===== config.mk =====
export PLATFORM = sky130hd
export DESIGN_NAME = hue_brightness_correction_table
export DESIGN_NICKNAME = d
export VERILOG_FILES = /design/src/rtl/core/hbc_pkg.sv /design/src/rtl/core/hbc_ram.sv /design/src/rtl/core/hbc_hue_split.sv /design/src/rtl/core/hbc_lerp.sv /design/src/rtl/core/hue_brightness_correction_table.sv
export SDC_FILE = /design/constraint.sdc
export NUM_CORES = 1
export LEC_CHECK = 0
export ABC_AREA = 1
export ABC_CLOCK_PERIOD_IN_PS = 23900
export BUFFER_PORTS_ARGS = -buffer_cell sky130_fd_sc_hd__buf_2
export CORE_MARGIN = 3
export CORE_UTILIZATION = 64
export CTS_CLUSTER_SIZE = 25
export DETAILED_ROUTE_END_ITERATION = 12
export PLACE_DENSITY = 0.81
export SLEW_MARGIN = 20
export SYNTH_ARGS = -nofsm -noshare
export SYNTH_HDL_FRONTEND = slang
export SYNTH_SLANG_ARGS = --single-unit

===== constraint.sdc =====
create_clock -name clk -period 23.9 [get_ports clk]
set_clock_uncertainty 0.15 [all_clocks]
set_input_delay 1.195 -clock clk [delete_from_list [all_inputs] [get_ports clk]]
set_output_delay 1.195 -clock clk [all_outputs]
set_load 0.01 [all_outputs]

===== src/rtl/core/hbc_pkg.sv =====
// Shared types and constants of the hue brightness correction table.
`default_nettype none
package hbc_pkg;

	typedef enum logic [2:0] {
		CMD_QUERY    = 3'd0,
		CMD_NEXT     = 3'd1,
		CMD_PREV     = 3'd2,
		CMD_BRIGHTEN = 3'd3,
		CMD_DARKEN   = 3'd4,
		CMD_RESET    = 3'd5
	} cmd_t;

	localparam logic REG_BASE = 1'b0;
	localparam logic REG_STEP = 1'b1;

	localparam logic [7:0] NEUTRAL    = 8'd128;
	localparam logic [7:0] BASE_RESET = 8'd180;
	localparam logic [7:0] STEP_RESET = 8'd5;

	// one beat handed from the table stage to the interpolation stage
	typedef struct packed {
		logic       valid;
		logic       query;
		logic [7:0] a;
		logic [7:0] b;
		logic [7:0] f;
		logic [7:0] entry;
		logic [3:0] anchor;
	} lerp_req_t;

endpackage
`default_nettype wire


===== src/rtl/core/hbc_ram.sv =====
// Generic single write, single registered read RAM.
`default_nettype none
module hbc_ram #(
	parameter int WIDTH = 8,
	parameter int DEPTH = 16
) (
	input  wire logic                     clk,
	input  wire logic                     we,
	input  wire logic [$clog2(DEPTH)-1:0] waddr,
	input  wire logic [WIDTH-1:0]         wdata,
	input  wire logic [$clog2(DEPTH)-1:0] raddr,
	output logic      [WIDTH-1:0]         rdata
);

	logic [WIDTH-1:0] mem_q [DEPTH];

	always_ff @(posedge clk) begin
		if (we) begin
			mem_q[waddr] <= wdata;
		end
		rdata <= mem_q[raddr];
	end

endmodule
`default_nettype wire


===== src/rtl/core/hbc_hue_split.sv =====
// Splits a hue into segment anchors and in-segment offset.
`default_nettype none
module hbc_hue_split #(
	parameter int ANCHOR_COUNT = 16
) (
	input  wire logic [7:0]                        hue,
	output logic      [$clog2(ANCHOR_COUNT)-1:0]   idx_lo,
	output logic      [$clog2(ANCHOR_COUNT)-1:0]   idx_hi,
	output logic      [$clog2(256/ANCHOR_COUNT)-1:0] offset
);

	localparam int AW   = $clog2(ANCHOR_COUNT);
	localparam int STEP = 256 / ANCHOR_COUNT;
	localparam int OW   = $clog2(STEP);
	localparam int R1   = ((1 << 24) + STEP - 1) / STEP;

	localparam logic [7:0]    LAST  = 8'(ANCHOR_COUNT - 1);
	localparam logic [AW-1:0] LASTA = AW'(ANCHOR_COUNT - 1);
	localparam logic [7:0]    OMAX  = 8'(STEP - 1);

	logic [31:0] prod;
	logic [7:0]  quot;
	logic [7:0]  idx_w;
	logic [7:0]  seg_base;
	logic [7:0]  off_full;

	always_comb begin
		prod  = 32'(hue) * 32'(R1);
		quot  = prod[31:24];
		if (quot > LAST) begin
			idx_lo = LASTA;
		end else begin
			idx_lo = quot[AW-1:0];
		end
		if (idx_lo == LASTA) begin
			idx_hi = '0;
		end else begin
			idx_hi = idx_lo + AW'(1);
		end
		idx_w    = 8'(idx_lo);
		seg_base = idx_w * 8'(STEP);
		off_full = hue - seg_base;
		if (off_full > OMAX) begin
			offset = OMAX[OW-1:0];
		end else begin
			offset = off_full[OW-1:0];
		end
	end

endmodule
`default_nettype wire


===== src/rtl/core/hbc_lerp.sv =====
// Interpolation, brightness clamp and result register.
`default_nettype none
module hbc_lerp (
	input  wire logic             clk,
	input  wire logic             arst_n,
	input  wire hbc_pkg::lerp_req_t req,
	input  wire logic [7:0]       base_brightness,
	output logic                  done,
	output logic      [7:0]       final_value,
	output logic      [7:0]       raw_correction,
	output logic      [3:0]       anchor_index,
	output logic      [7:0]       anchor_correction
);

	import hbc_pkg::*;

	lerp_req_t   req_s2;
	logic        up;
	logic [7:0]  diff;
	logic [16:0] prod;
	logic [7:0]  scaled;
	logic [7:0]  raw;
	logic [9:0]  v;
	logic [7:0]  fin;
	logic        done_q;
	logic [7:0]  final_q;
	logic [7:0]  raw_q;
	logic [3:0]  anchor_q;
	logic [7:0]  entry_q;

	always_ff @(posedge clk or negedge arst_n) begin
		if (!arst_n) begin
			req_s2 <= '0;
		end else begin
			req_s2 <= req;
		end
	end

	always_comb begin
		up     = req_s2.b > req_s2.a;
		diff   = up ? (req_s2.b - req_s2.a) : (req_s2.a - req_s2.b);
		prod   = 17'(diff) * (17'(req_s2.f) + 17'd1);
		scaled = prod[15:8];
		if (req_s2.query) begin
			raw = up ? (req_s2.a + scaled) : (req_s2.a - scaled);
		end else begin
			raw = req_s2.entry;
		end
		v = 10'(base_brightness) + 10'(raw) - 10'(NEUTRAL);
		if (v[9]) begin
			fin = 8'd0;
		end else if (v[8]) begin
			fin = 8'hFF;
		end else begin
			fin = v[7:0];
		end
	end

	always_ff @(posedge clk or negedge arst_n) begin
		if (!arst_n) begin
			done_q <= 1'b0;
		end else begin
			done_q <= req_s2.valid;
		end
	end

	always_ff @(posedge clk) begin
		final_q  <= fin;
		raw_q    <= raw;
		anchor_q <= req_s2.anchor;
		entry_q  <= req_s2.entry;
	end

	assign done              = done_q;
	assign final_value       = final_q;
	assign raw_correction    = raw_q;
	assign anchor_index      = anchor_q;
	assign anchor_correction = entry_q;

endmodule
`default_nettype wire


===== src/rtl/core/hue_brightness_correction_table.sv =====
// Top level: hue brightness correction table with linear interpolation.
//
//  channel  | ports                                   | handshake
//  ---------+-----------------------------------------+---------------------------
//  command  | cmd, hue                                | start high, busy low
//  result   | final_value, raw_correction,            | done strobe, one cycle
//           | anchor_index, anchor_correction         |
//  config   | wr_index, wr_data                       | wr_en high
//
//  One command beat per cycle; the result strobe is registered through valid_s1, req_s2 and done_q.
//  The pace is set by the one-deep write forwarding around the table RAM read port.
//  After reset every entry reads neutral through per-entry valid bits; no clearing pass.
//  busy never rises; the receiver cannot stall, so no result is ever held.
`default_nettype none
module hue_brightness_correction_table #(
	parameter int ANCHOR_COUNT = 16
) (
	input  wire logic       clk,
	input  wire logic       arst_n,
	input  wire logic       start,
	output logic            busy,
	input  wire logic [2:0] cmd,
	input  wire logic [7:0] hue,
	output logic            done,
	output logic      [7:0] final_value,
	output logic      [7:0] raw_correction,
	output logic      [3:0] anchor_index,
	output logic      [7:0] anchor_correction,
	input  wire logic       wr_en,
	input  wire logic       wr_index,
	input  wire logic [7:0] wr_data
);

	import hbc_pkg::*;

	localparam int AW   = $clog2(ANCHOR_COUNT);
	localparam int STEP = 256 / ANCHOR_COUNT;
	localparam int OW   = $clog2(STEP);
	localparam int R2   = ((1 << 30) + STEP - 2) / (STEP - 1);

	localparam logic [AW-1:0] LASTA = AW'(ANCHOR_COUNT - 1);

	logic                    acc;
	cmd_t                    cmd_in;
	logic [7:0]              base_q;
	logic [7:0]              step_q;
	logic [AW-1:0]           sel_q;
	logic [AW-1:0]           sel_next;
	logic [AW-1:0]           idx_lo;
	logic [AW-1:0]           idx_hi;
	logic [OW-1:0]           offset;
	logic [ANCHOR_COUNT-1:0] vld_q;

	logic                    valid_s1;
	cmd_t                    cmd_s1;
	logic [AW-1:0]           lo_s1;
	logic [AW-1:0]           hi_s1;
	logic [AW-1:0]           sel_s1;
	logic [OW-1:0]           off_s1;
	logic                    vlo_s1;
	logic                    vhi_s1;
	logic                    vsel_s1;
	logic [7:0]              rd_lo;
	logic [7:0]              rd_hi;
	logic [7:0]              rd_sel;

	logic                    wr_q;
	logic                    clr_q;
	logic [AW-1:0]           wr_addr_q;
	logic [7:0]              wr_data_q;

	logic [7:0]              ent_a;
	logic [7:0]              ent_b;
	logic [7:0]              ent_sel;
	logic [8:0]              sum9;
	logic [7:0]              new_e;
	logic                    tbl_we;
	logic                    tbl_clr;
	logic [15:0]             off255;
	logic [46:0]             fprod;
	logic [AW+3:0]           sel_ext;
	lerp_req_t               req;

	function automatic logic [7:0] pick(
		input logic [7:0]    rd,
		input logic          vb,
		input logic [AW-1:0] addr,
		input logic          clr,
		input logic          wr,
		input logic [AW-1:0] waddr,
		input logic [7:0]    wdata
	);
		logic [7:0] r;
		if (clr) begin
			r = NEUTRAL;
		end else if (wr && (waddr == addr)) begin
			r = wdata;
		end else if (vb) begin
			r = rd;
		end else begin
			r = NEUTRAL;
		end
		return r;
	endfunction

	assign busy   = 1'b0;
	assign acc    = start && !busy;
	assign cmd_in = cmd_t'(cmd);

	always_ff @(posedge clk or negedge arst_n) begin
		if (!arst_n) begin
			base_q <= BASE_RESET;
			step_q <= STEP_RESET;
		end else if (wr_en) begin
			if (wr_index == REG_BASE) begin
				base_q <= wr_data;
			end else if (wr_index == REG_STEP) begin
				step_q <= wr_data;
			end
		end
	end

	always_comb begin
		unique case (cmd_in)
			CMD_NEXT: begin
				sel_next = (sel_q == LASTA) ? '0 : sel_q + AW'(1);
			end
			CMD_PREV: begin
				sel_next = (sel_q == '0) ? LASTA : sel_q - AW'(1);
			end
			default: begin
				sel_next = sel_q;
			end
		endcase
	end

	always_ff @(posedge clk or negedge arst_n) begin
		if (!arst_n) begin
			sel_q <= '0;
		end else if (acc) begin
			sel_q <= sel_next;
		end
	end

	hbc_hue_split #(.ANCHOR_COUNT(ANCHOR_COUNT)) u_split (
		.hue    (hue),
		.idx_lo (idx_lo),
		.idx_hi (idx_hi),
		.offset (offset)
	);

	hbc_ram #(.WIDTH(8), .DEPTH(ANCHOR_COUNT)) u_ram_lo (
		.clk   (clk),
		.we    (tbl_we),
		.waddr (sel_s1),
		.wdata (new_e),
		.raddr (idx_lo),
		.rdata (rd_lo)
	);

	hbc_ram #(.WIDTH(8), .DEPTH(ANCHOR_COUNT)) u_ram_hi (
		.clk   (clk),
		.we    (tbl_we),
		.waddr (sel_s1),
		.wdata (new_e),
		.raddr (idx_hi),
		.rdata (rd_hi)
	);

	hbc_ram #(.WIDTH(8), .DEPTH(ANCHOR_COUNT)) u_ram_sel (
		.clk   (clk),
		.we    (tbl_we),
		.waddr (sel_s1),
		.wdata (new_e),
		.raddr (sel_next),
		.rdata (rd_sel)
	);

	always_ff @(posedge clk or negedge arst_n) begin
		if (!arst_n) begin
			valid_s1 <= 1'b0;
		end else begin
			valid_s1 <= acc;
		end
	end

	always_ff @(posedge clk) begin
		cmd_s1  <= cmd_in;
		lo_s1   <= idx_lo;
		hi_s1   <= idx_hi;
		sel_s1  <= sel_next;
		off_s1  <= offset;
		vlo_s1  <= vld_q[idx_lo];
		vhi_s1  <= vld_q[idx_hi];
		vsel_s1 <= vld_q[sel_next];
	end

	// entries as of the previous beat's write or clear
	always_comb begin
		ent_a   = pick(rd_lo, vlo_s1, lo_s1, clr_q, wr_q, wr_addr_q, wr_data_q);
		ent_b   = pick(rd_hi, vhi_s1, hi_s1, clr_q, wr_q, wr_addr_q, wr_data_q);
		ent_sel = pick(rd_sel, vsel_s1, sel_s1, clr_q, wr_q, wr_addr_q, wr_data_q);
		sum9    = 9'(ent_sel) + 9'(step_q);
		unique case (cmd_s1)
			CMD_BRIGHTEN: begin
				new_e = sum9[8] ? 8'hFF : sum9[7:0];
			end
			CMD_DARKEN: begin
				new_e = (ent_sel > step_q) ? (ent_sel - step_q) : 8'd0;
			end
			CMD_RESET: begin
				new_e = NEUTRAL;
			end
			default: begin
				new_e = ent_sel;
			end
		endcase
		tbl_we  = valid_s1 && ((cmd_s1 == CMD_BRIGHTEN) || (cmd_s1 == CMD_DARKEN));
		tbl_clr = valid_s1 && (cmd_s1 == CMD_RESET);
		off255  = (16'(off_s1) << 8) - 16'(off_s1);
		fprod   = 47'(off255) * 47'(R2);
		sel_ext = {4'b0, sel_s1};

		req.valid  = valid_s1;
		req.query  = (cmd_s1 == CMD_QUERY);
		req.a      = ent_a;
		req.b      = ent_b;
		req.f      = fprod[37:30];
		req.entry  = new_e;
		req.anchor = sel_ext[3:0];
	end

	always_ff @(posedge clk or negedge arst_n) begin
		if (!arst_n) begin
			vld_q <= '0;
			wr_q  <= 1'b0;
			clr_q <= 1'b0;
		end else begin
			wr_q  <= tbl_we;
			clr_q <= tbl_clr;
			if (tbl_clr) begin
				vld_q <= '0;
			end else if (tbl_we) begin
				vld_q[sel_s1] <= 1'b1;
			end
		end
	end

	always_ff @(posedge clk) begin
		wr_addr_q <= sel_s1;
		wr_data_q <= new_e;
	end

	hbc_lerp u_lerp (
		.clk               (clk),
		.arst_n            (arst_n),
		.req               (req),
		.base_brightness   (base_q),
		.done              (done),
		.final_value       (final_value),
		.raw_correction    (raw_correction),
		.anchor_index      (anchor_index),
		.anchor_correction (anchor_correction)
	);

`ifndef ASSERT_OFF
	a_latency: assert property (@(posedge clk) disable iff (!arst_n)
		acc |-> ##3 done)
		else $error("result beat missing three cycles after accept");

	a_no_spurious: assert property (@(posedge clk) disable iff (!arst_n)
		done |-> $past(acc, 3))
		else $error("result beat without matching command beat");

	a_ptr_hold: assert property (@(posedge clk) disable iff (!arst_n)
		!acc |=> $stable(sel_q))
		else $error("anchor pointer moved without a command beat");

	a_clear: assert property (@(posedge clk) disable iff (!arst_n)
		tbl_clr |=> (clr_q && (vld_q == '0)))
		else $error("table reset did not clear the valid bits");
`endif

endmodule
`default_nettype wire


After elaboration in Yosys (flattened, before gate mapping)
Memories as Yosys holds them, arrays and structs flattened. A register that Yosys moved wholly into a read port is not among the register bits.
Index checks and enable logic that the tools add are counted.

word-level totals
  memory bits (read-only) = 0
  flip-flop bits (word level) = 140
  bits of input ports = 24
  latch bits = 0
  bits in writable memories = 384
  output and inout port bits = 30
  memories kept = 3

memories
  name             depth  bits a word  read ports  clocked after memory_dff  write ports  line           text
  u_ram_hi.mem_q   16     8            1           1                         1            hbc_ram.sv:15  logic [WIDTH-1:0] mem_q [DEPTH];
  u_ram_lo.mem_q   16     8            1           1                         1            hbc_ram.sv:15
  u_ram_sel.mem_q  16     8            1           1                         1            hbc_ram.sv:15

cells by class
  equality and inequality tests = 10
  bitwise operators = 2
  divide/modulo/power cells = 0
  mux-type cells = 33
  magnitude comparators = 9
  add/sub/neg operators = 14
  reductions and logical operators = 12
  multiply operators = 2
  shift-type cells = 0

operators with widths
  cell                                                         number
  two-way mux 8 bit                                            15
  subtractor 8 bit                                             5
  multiplier 16 x 27 -> 38 bit (second input constant)         1
  two-way mux 16 bit                                           2
  case mux 8 bit (3 select lines)                              1
  less-than comparator 4 x 5 -> 1 bit (second input constant)  4
  adder 8 x 8 -> 9 bit                                         2
  multiplier 8 x 17 -> 16 bit                                  1
  > comparator 8 bit                                           2
  two-way mux 4 bit                                            4
  OR 16 bit                                                    1
  subtractor 12 x 4 -> 13 bit                                  1
  binary-select mux 1 bit (select 4 bit)                       3
  == test 4 bit                                                3
  subtractor 10 x 8 -> 10 bit (second input constant)          1
  adder 8 x 1 -> 9 bit (second input constant)                 1
  adder 4 x 1 -> 4 bit (second input constant)                 2
  adder 8 bit                                                  1
  == test 4 bit (second input constant)                        2
  > comparator 8 x 4 -> 1 bit (second input constant)          1
  case mux 4 bit (2 select lines)                              1
  == test 3 x 2 -> 1 bit (second input constant)               2
  == test 3 bit (second input constant)                        2
  logical AND 1 bit                                            6
  other kinds (12)                                             18

Logic depth before layout (Yosys ltp)
  depth in word-level cells = 9
  mapped depth = 56

By module
Synthesis repeated with hierarchy kept, for this count alone.

unflattened totals
  cells, all modules = 3411
  area, all modules = 30620.6 µm²

modules (own cells, without submodules)
  module                           instances  area each (µm²)  cells each  sequential area each (µm²)
  hbc_ram                          3          5766.8           551         4003.8
  hue_brightness_correction_table  1          7639.8           1086        1664.1
  hbc_lerp                         1          5557.8           654         1536.5
  hbc_hue_split                    1          122.6            18          0.0

Worst setup path before layout
Ideal clock, no wire load.

  kind = flip-flop to flip-flop
  start = reg u_lerp.req_s2[20] (netlist bit)
  end = reg u_lerp.final_q[2], in the netlist u_lerp.final_value[2]
  path buffers = 1
  setup slack = 15110 ps
  clock period less this slack = 8790 ps
  setup time = 115 ps
  arrival = 8525 ps
  stages on the path, launching flop included = 48
  path through = dfrtp_1 inv_1 ha_1 inv_1 fa_1 nand3_2 nand3_2 nand2_2 nand2_2 nand2_2 buf_6 mux2i_1 o221ai_1 xor2_1 nor2_1 fa_1 fa_1 fa_1 (+12 left out) nand2_1 inv_1 fa_1 o21ai_0 ha_1 nand3_1 nand2_1 a21oi_1 inv_1 a21oi_1 nor2_1 o21ai_0 nand2_1 xnor2_1 inv_1 ha_1 o21ai_0 inv_1

on the way
  cells in the longest elaborated chain, start to end = 9

RTL lines
  element                                                 line                            text
  start: declaration                                      hbc_lerp.sv:17                  lerp_req_t req_s2;
  start signal: assignment                                hbc_lerp.sv:35                  req_s2 <= req;
  subtractor 8 bit or > comparator 8 bit (tied branches)  hbc_lerp.sv:41, hbc_lerp.sv:40
  two-way mux 8 bit                                       hbc_lerp.sv:41                  diff = up ? (req_s2.b - req_s2.a) : (req_s2.a - req_s2.b);
  multiplier 8 x 17 -> 16 bit                             hbc_lerp.sv:42                  prod = 17'(diff) * (17'(req_s2.f) + 17'd1);
  subtractor 8 bit or adder 8 bit (tied branches)         hbc_lerp.sv:45                  raw = up ? (req_s2.a + scaled) : (req_s2.a - scaled);
  two-way mux 8 bit (*)                                   hbc_lerp.sv:45
  two-way mux 8 bit (*)                                   hbc_lerp.sv:44                  if (req_s2.query) begin
  via u_lerp.raw[1]                                       hbc_lerp.sv:22                  logic [7:0] raw;
  adder 8 x 8 -> 9 bit (*)                                hbc_lerp.sv:49                  v = 10'(base_brightness) + 10'(raw) - 10'(NEUTRAL);
  subtractor 10 x 8 -> 10 bit (*)                         hbc_lerp.sv:49
  two-way mux 8 bit                                       hbc_lerp.sv:52                  end else if (v[8]) begin
  end signal: assignment                                  hbc_lerp.sv:68                  final_q <= fin;
  end: declaration                                        hbc_lerp.sv:26                  logic [7:0] final_q;

Mark *: on every way through the listed nets, which the timed path passes. The rest lies on a longest branch.
A chain may end at the register's enable or synchronous reset.

Worst setup path after layout
Same ends and word-level chain as after synthesis.

==> impl_results.md <==
- Status: finished clean
- Hold WC Path Type: flop to flop
- Cell with the most instances after synthesis: inv_1
- Start of the worst register-to-register path: u_lerp.req_s2[20]
- Die height: 184 microns
- Synth top area cells: edfxtp_1, ha_1, dfrtp_1
- Net count, final: 2732
- Reg2reg path depth: 52
- Min-delay src: u_lerp.req_s2[2]
- Critical path endpoint category: flop
- MaxCap Viol Count: 0
- Max_slew headroom: 19.4%
- Chip Width: about 180 microns
- Area growth syn-to-layout: 8.42%
- GPL Wtd Cong: 0.958
- CTS tree: done
- Least-Margin Pin Slew: 1.19 ns
- DRT Wirelength: 55.5 mm
- IO Port Bufs: 52
- Post-Syn Area per Cell: 8.34 sq um
- Synth Flop Type: edfxtp_1
- Post-synth top area cell: edfxtp_1
- Internal reg-to-reg setup slack: roughly 14 ns
- Core area: roughly 31000 sq um
- CP Class: flop to flop
- Design Area, Final: 22100 sq um
- Most frequent CP cell: inv_1
- Maximum clock insertion buffer count: 3
- Final Critical Period: 9.84 ns
- Number of clock sinks: between 200 and 300
- Post-synth EDFFs: 128
- Hold EP: u_lerp.anchor_index[2]
- WP buf/inv: 10
- Reg-to-Reg End: u_lerp.final_value[2]
- Worst-path clk slew: ~0.060 ns
- Placed standard-cell area: 21000 sq um
- DR WL/cell: 19.3 microns
- Top post-synthesis cells by count: inv_1, o21ai_0, a21oi_1, nand2_1, nor2_1
- #FFs+latches synth: around 290
- Crit path max fanout: 11
- Largest net degree at the start of global routing: 102
- FFs w/ async S/R, synth: 26.7%
- Routed Antenna Nets: 0
- Post-synth top area share: around a fifth
- Count of final setup violators: 0
- Fin cells: 2875
- # rows: 64
- Final hold vios: 0
- Launch point of the worst path: u_lerp.req_s2[20]
- DP Cell Count: 2817
- Setup bufs post-CTS: 0
- DRC errors left: 0
- Synth unique cells: 67
- Initial DRC count: 2684
- Layout cell share with drive strength beyond 1: 8.19%
- Fmax: 102 MHz
- CTS Hold Bufs: 0
- GRT Util Overall: 32.6%
- GRT Residual Overflow: 0
- Root Buffer: clkbuf_16
- Slowest stage delay, CP: 0.55 ns
- Resized cells post-CTS: 0
- Antenna violations before repair: 1
- Io pins: 54
- Setup TNS Final: 0 ns
- Synth Cell Area: ~20000 sq um
- Post-synthesis sequential area ratio: 37.0%
- Global-route wire length before repair: 88.4 mm
- Worst EP required: 24.22 ns
- Initial Util: roughly 66%
- Cells after synthesis: approximately 2400
- Vias in the first global route: 17700
- CP startpoint kind: flop
- Pre-CTS WS: roughly 14 ns
- Worst EP arrival: around 10 ns
- Die area: 34000 sq um
- Via count: about 18000
- Via/cell ratio: 6.22
- Number of H-tree levels: 1
- Antenna fix cells: 0
- Final Cycle Share: ~40%
- Clock Latency Late Sink: 0.59 ns
- Top Family by Delay on Critical Path: adder cells
- Slew Limit Fails: 0
- Syn. warnings: 0
- Drt pass-1 iters: 6
- Slowest cell on the critical path: fa_1
- RSZ-0062 raised after global routing: false
- WHS Path Cells: 0
- DP HPWL: 38.0 mm
- Num CTS Buffers: 31
- Worst setup margin: 14.06 ns
==> per-layer routing <==
metal / wire [microns] / up-vias / GRT usage (%)
li1: - / 8254 / -
met1: 21200 / 8248 / 42.6
met2: 25400 / 1146 / 54.1
met3: 6770 / 234 / 6.63
met4: 2190 / 0 / 12.0
met5: 0 / - / 0
==> layout by cell type (no fill, tap or decap), types with 6 or more instances in the layout <==
master,netlist,final
or2_2,11,11
nor3_1,13,13
conb_1,1,6
nand3_1,105,105
o22ai_1,8,8
nand3_2,8,8
fa_1,76,76
buf_2,7,51
dfrtp_1,72,72
dfxtp_1,86,86
ha_1,178,178
xor2_1,35,35
a211oi_1,8,8
nand4_1,12,12
o311ai_0,18,15
o221ai_1,33,32
nand2_1,239,239
inv_1,382,380
a21oi_1,252,251
nor2_2,1,6
dfstp_2,6,6
o21ai_0,347,346
xnor2_1,12,12
clkinv_2,0,6
nor2_1,220,215
buf_4,1,21
nand2_2,18,18
o21bai_1,6,6
edfxtp_1,128,128
clkbuf_16,0,32
==> worst register-to-register path: cells and delay by family (launching register included) <==
kind                       cells  cell delay (ns)
muxes                          1             0.33
and+or+nand+nor               19             1.97
adders and majority gates     11             4.05
xor gates and xnor gates       4             1.03
DFF                            1             0.39
buffers and inverters         10             0.67
AOI/OAI and AO/OA              7             1.14
==> stage by stage <==
step / utilization [%] / hold WS (ns)
2_1_floorplan: - / 0.174
3_3_place_gp: 67.6 / 0.177
3_5_place_dp: 67.6 / 0.177
4_1_cts: 71.2 / 0.194
5_1_grt: 71.2 / 0.204
6_report: 71.2 / 0.192
==> logic make-up (layout without fill, tap and decap cells) <==
logic type	count (synthesis)	in the layout	synth area share, %
buffers and inverters	485	519	9.12
multiplexers	3	3	0.147
flip-flops	292	292	37.0
XOR/XNOR	48	48	2.16
adder cells (fa/ha/maj)	254	254	18.4
other	1	6	0.0184
AND/OR/NAND/NOR	650	650	14.1
AO/OA/AOI/OAI	707	707	19.1
==> final cells by class <==
cell class                      instances  area, sq um
Fill cell                            2375         8920
Inverter                              389         1470
Multi-Input combinational cell       1668        11100
Clock inverter                         17          230
Sequential cell                       292         7520
Timing Repair Buffer                   72          413
Tap cell                              396          495
Clock buffer                           41          875
==> worst max-delay path by stage <==
| stage | end | cells past startpoint | slack [ns] |
|---|---|---|---|
| detailed placement | u_lerp.final_value[2] | 46 | 14.16 |
| floorplan | u_lerp.final_value[2] | 47 | 15.11 |
| CTS | u_lerp.final_value[2] | 52 | 14.12 |
| finish | u_lerp.final_value[2] | 52 | 14.06 |
| global route | u_lerp.final_value[6] | 45 | 13.32 |
| global placement | u_lerp.final_value[4] | 46 | 14.51 |
==> state kept, by name, summed over array words and instances (netlist names), 8 cells and up <==
name / count
u_ram_sel.rdata: 8
u_lerp.raw_correction: 8
vld_q: 16
u_ram_sel.mem_q: 56
u_ram_lo.rdata: 8
wr_data_q: 8
u_ram_hi.rdata: 8
step_q: 8
u_lerp.req_s2: 38
u_lerp.final_value: 8
u_ram_lo.mem_q: 72
base_q: 8
u_lerp.anchor_correction: 8
Power is left out: the tool's default activity adds up to more than one toggle a clock period on the data nets, which glitch-free logic cannot reach.
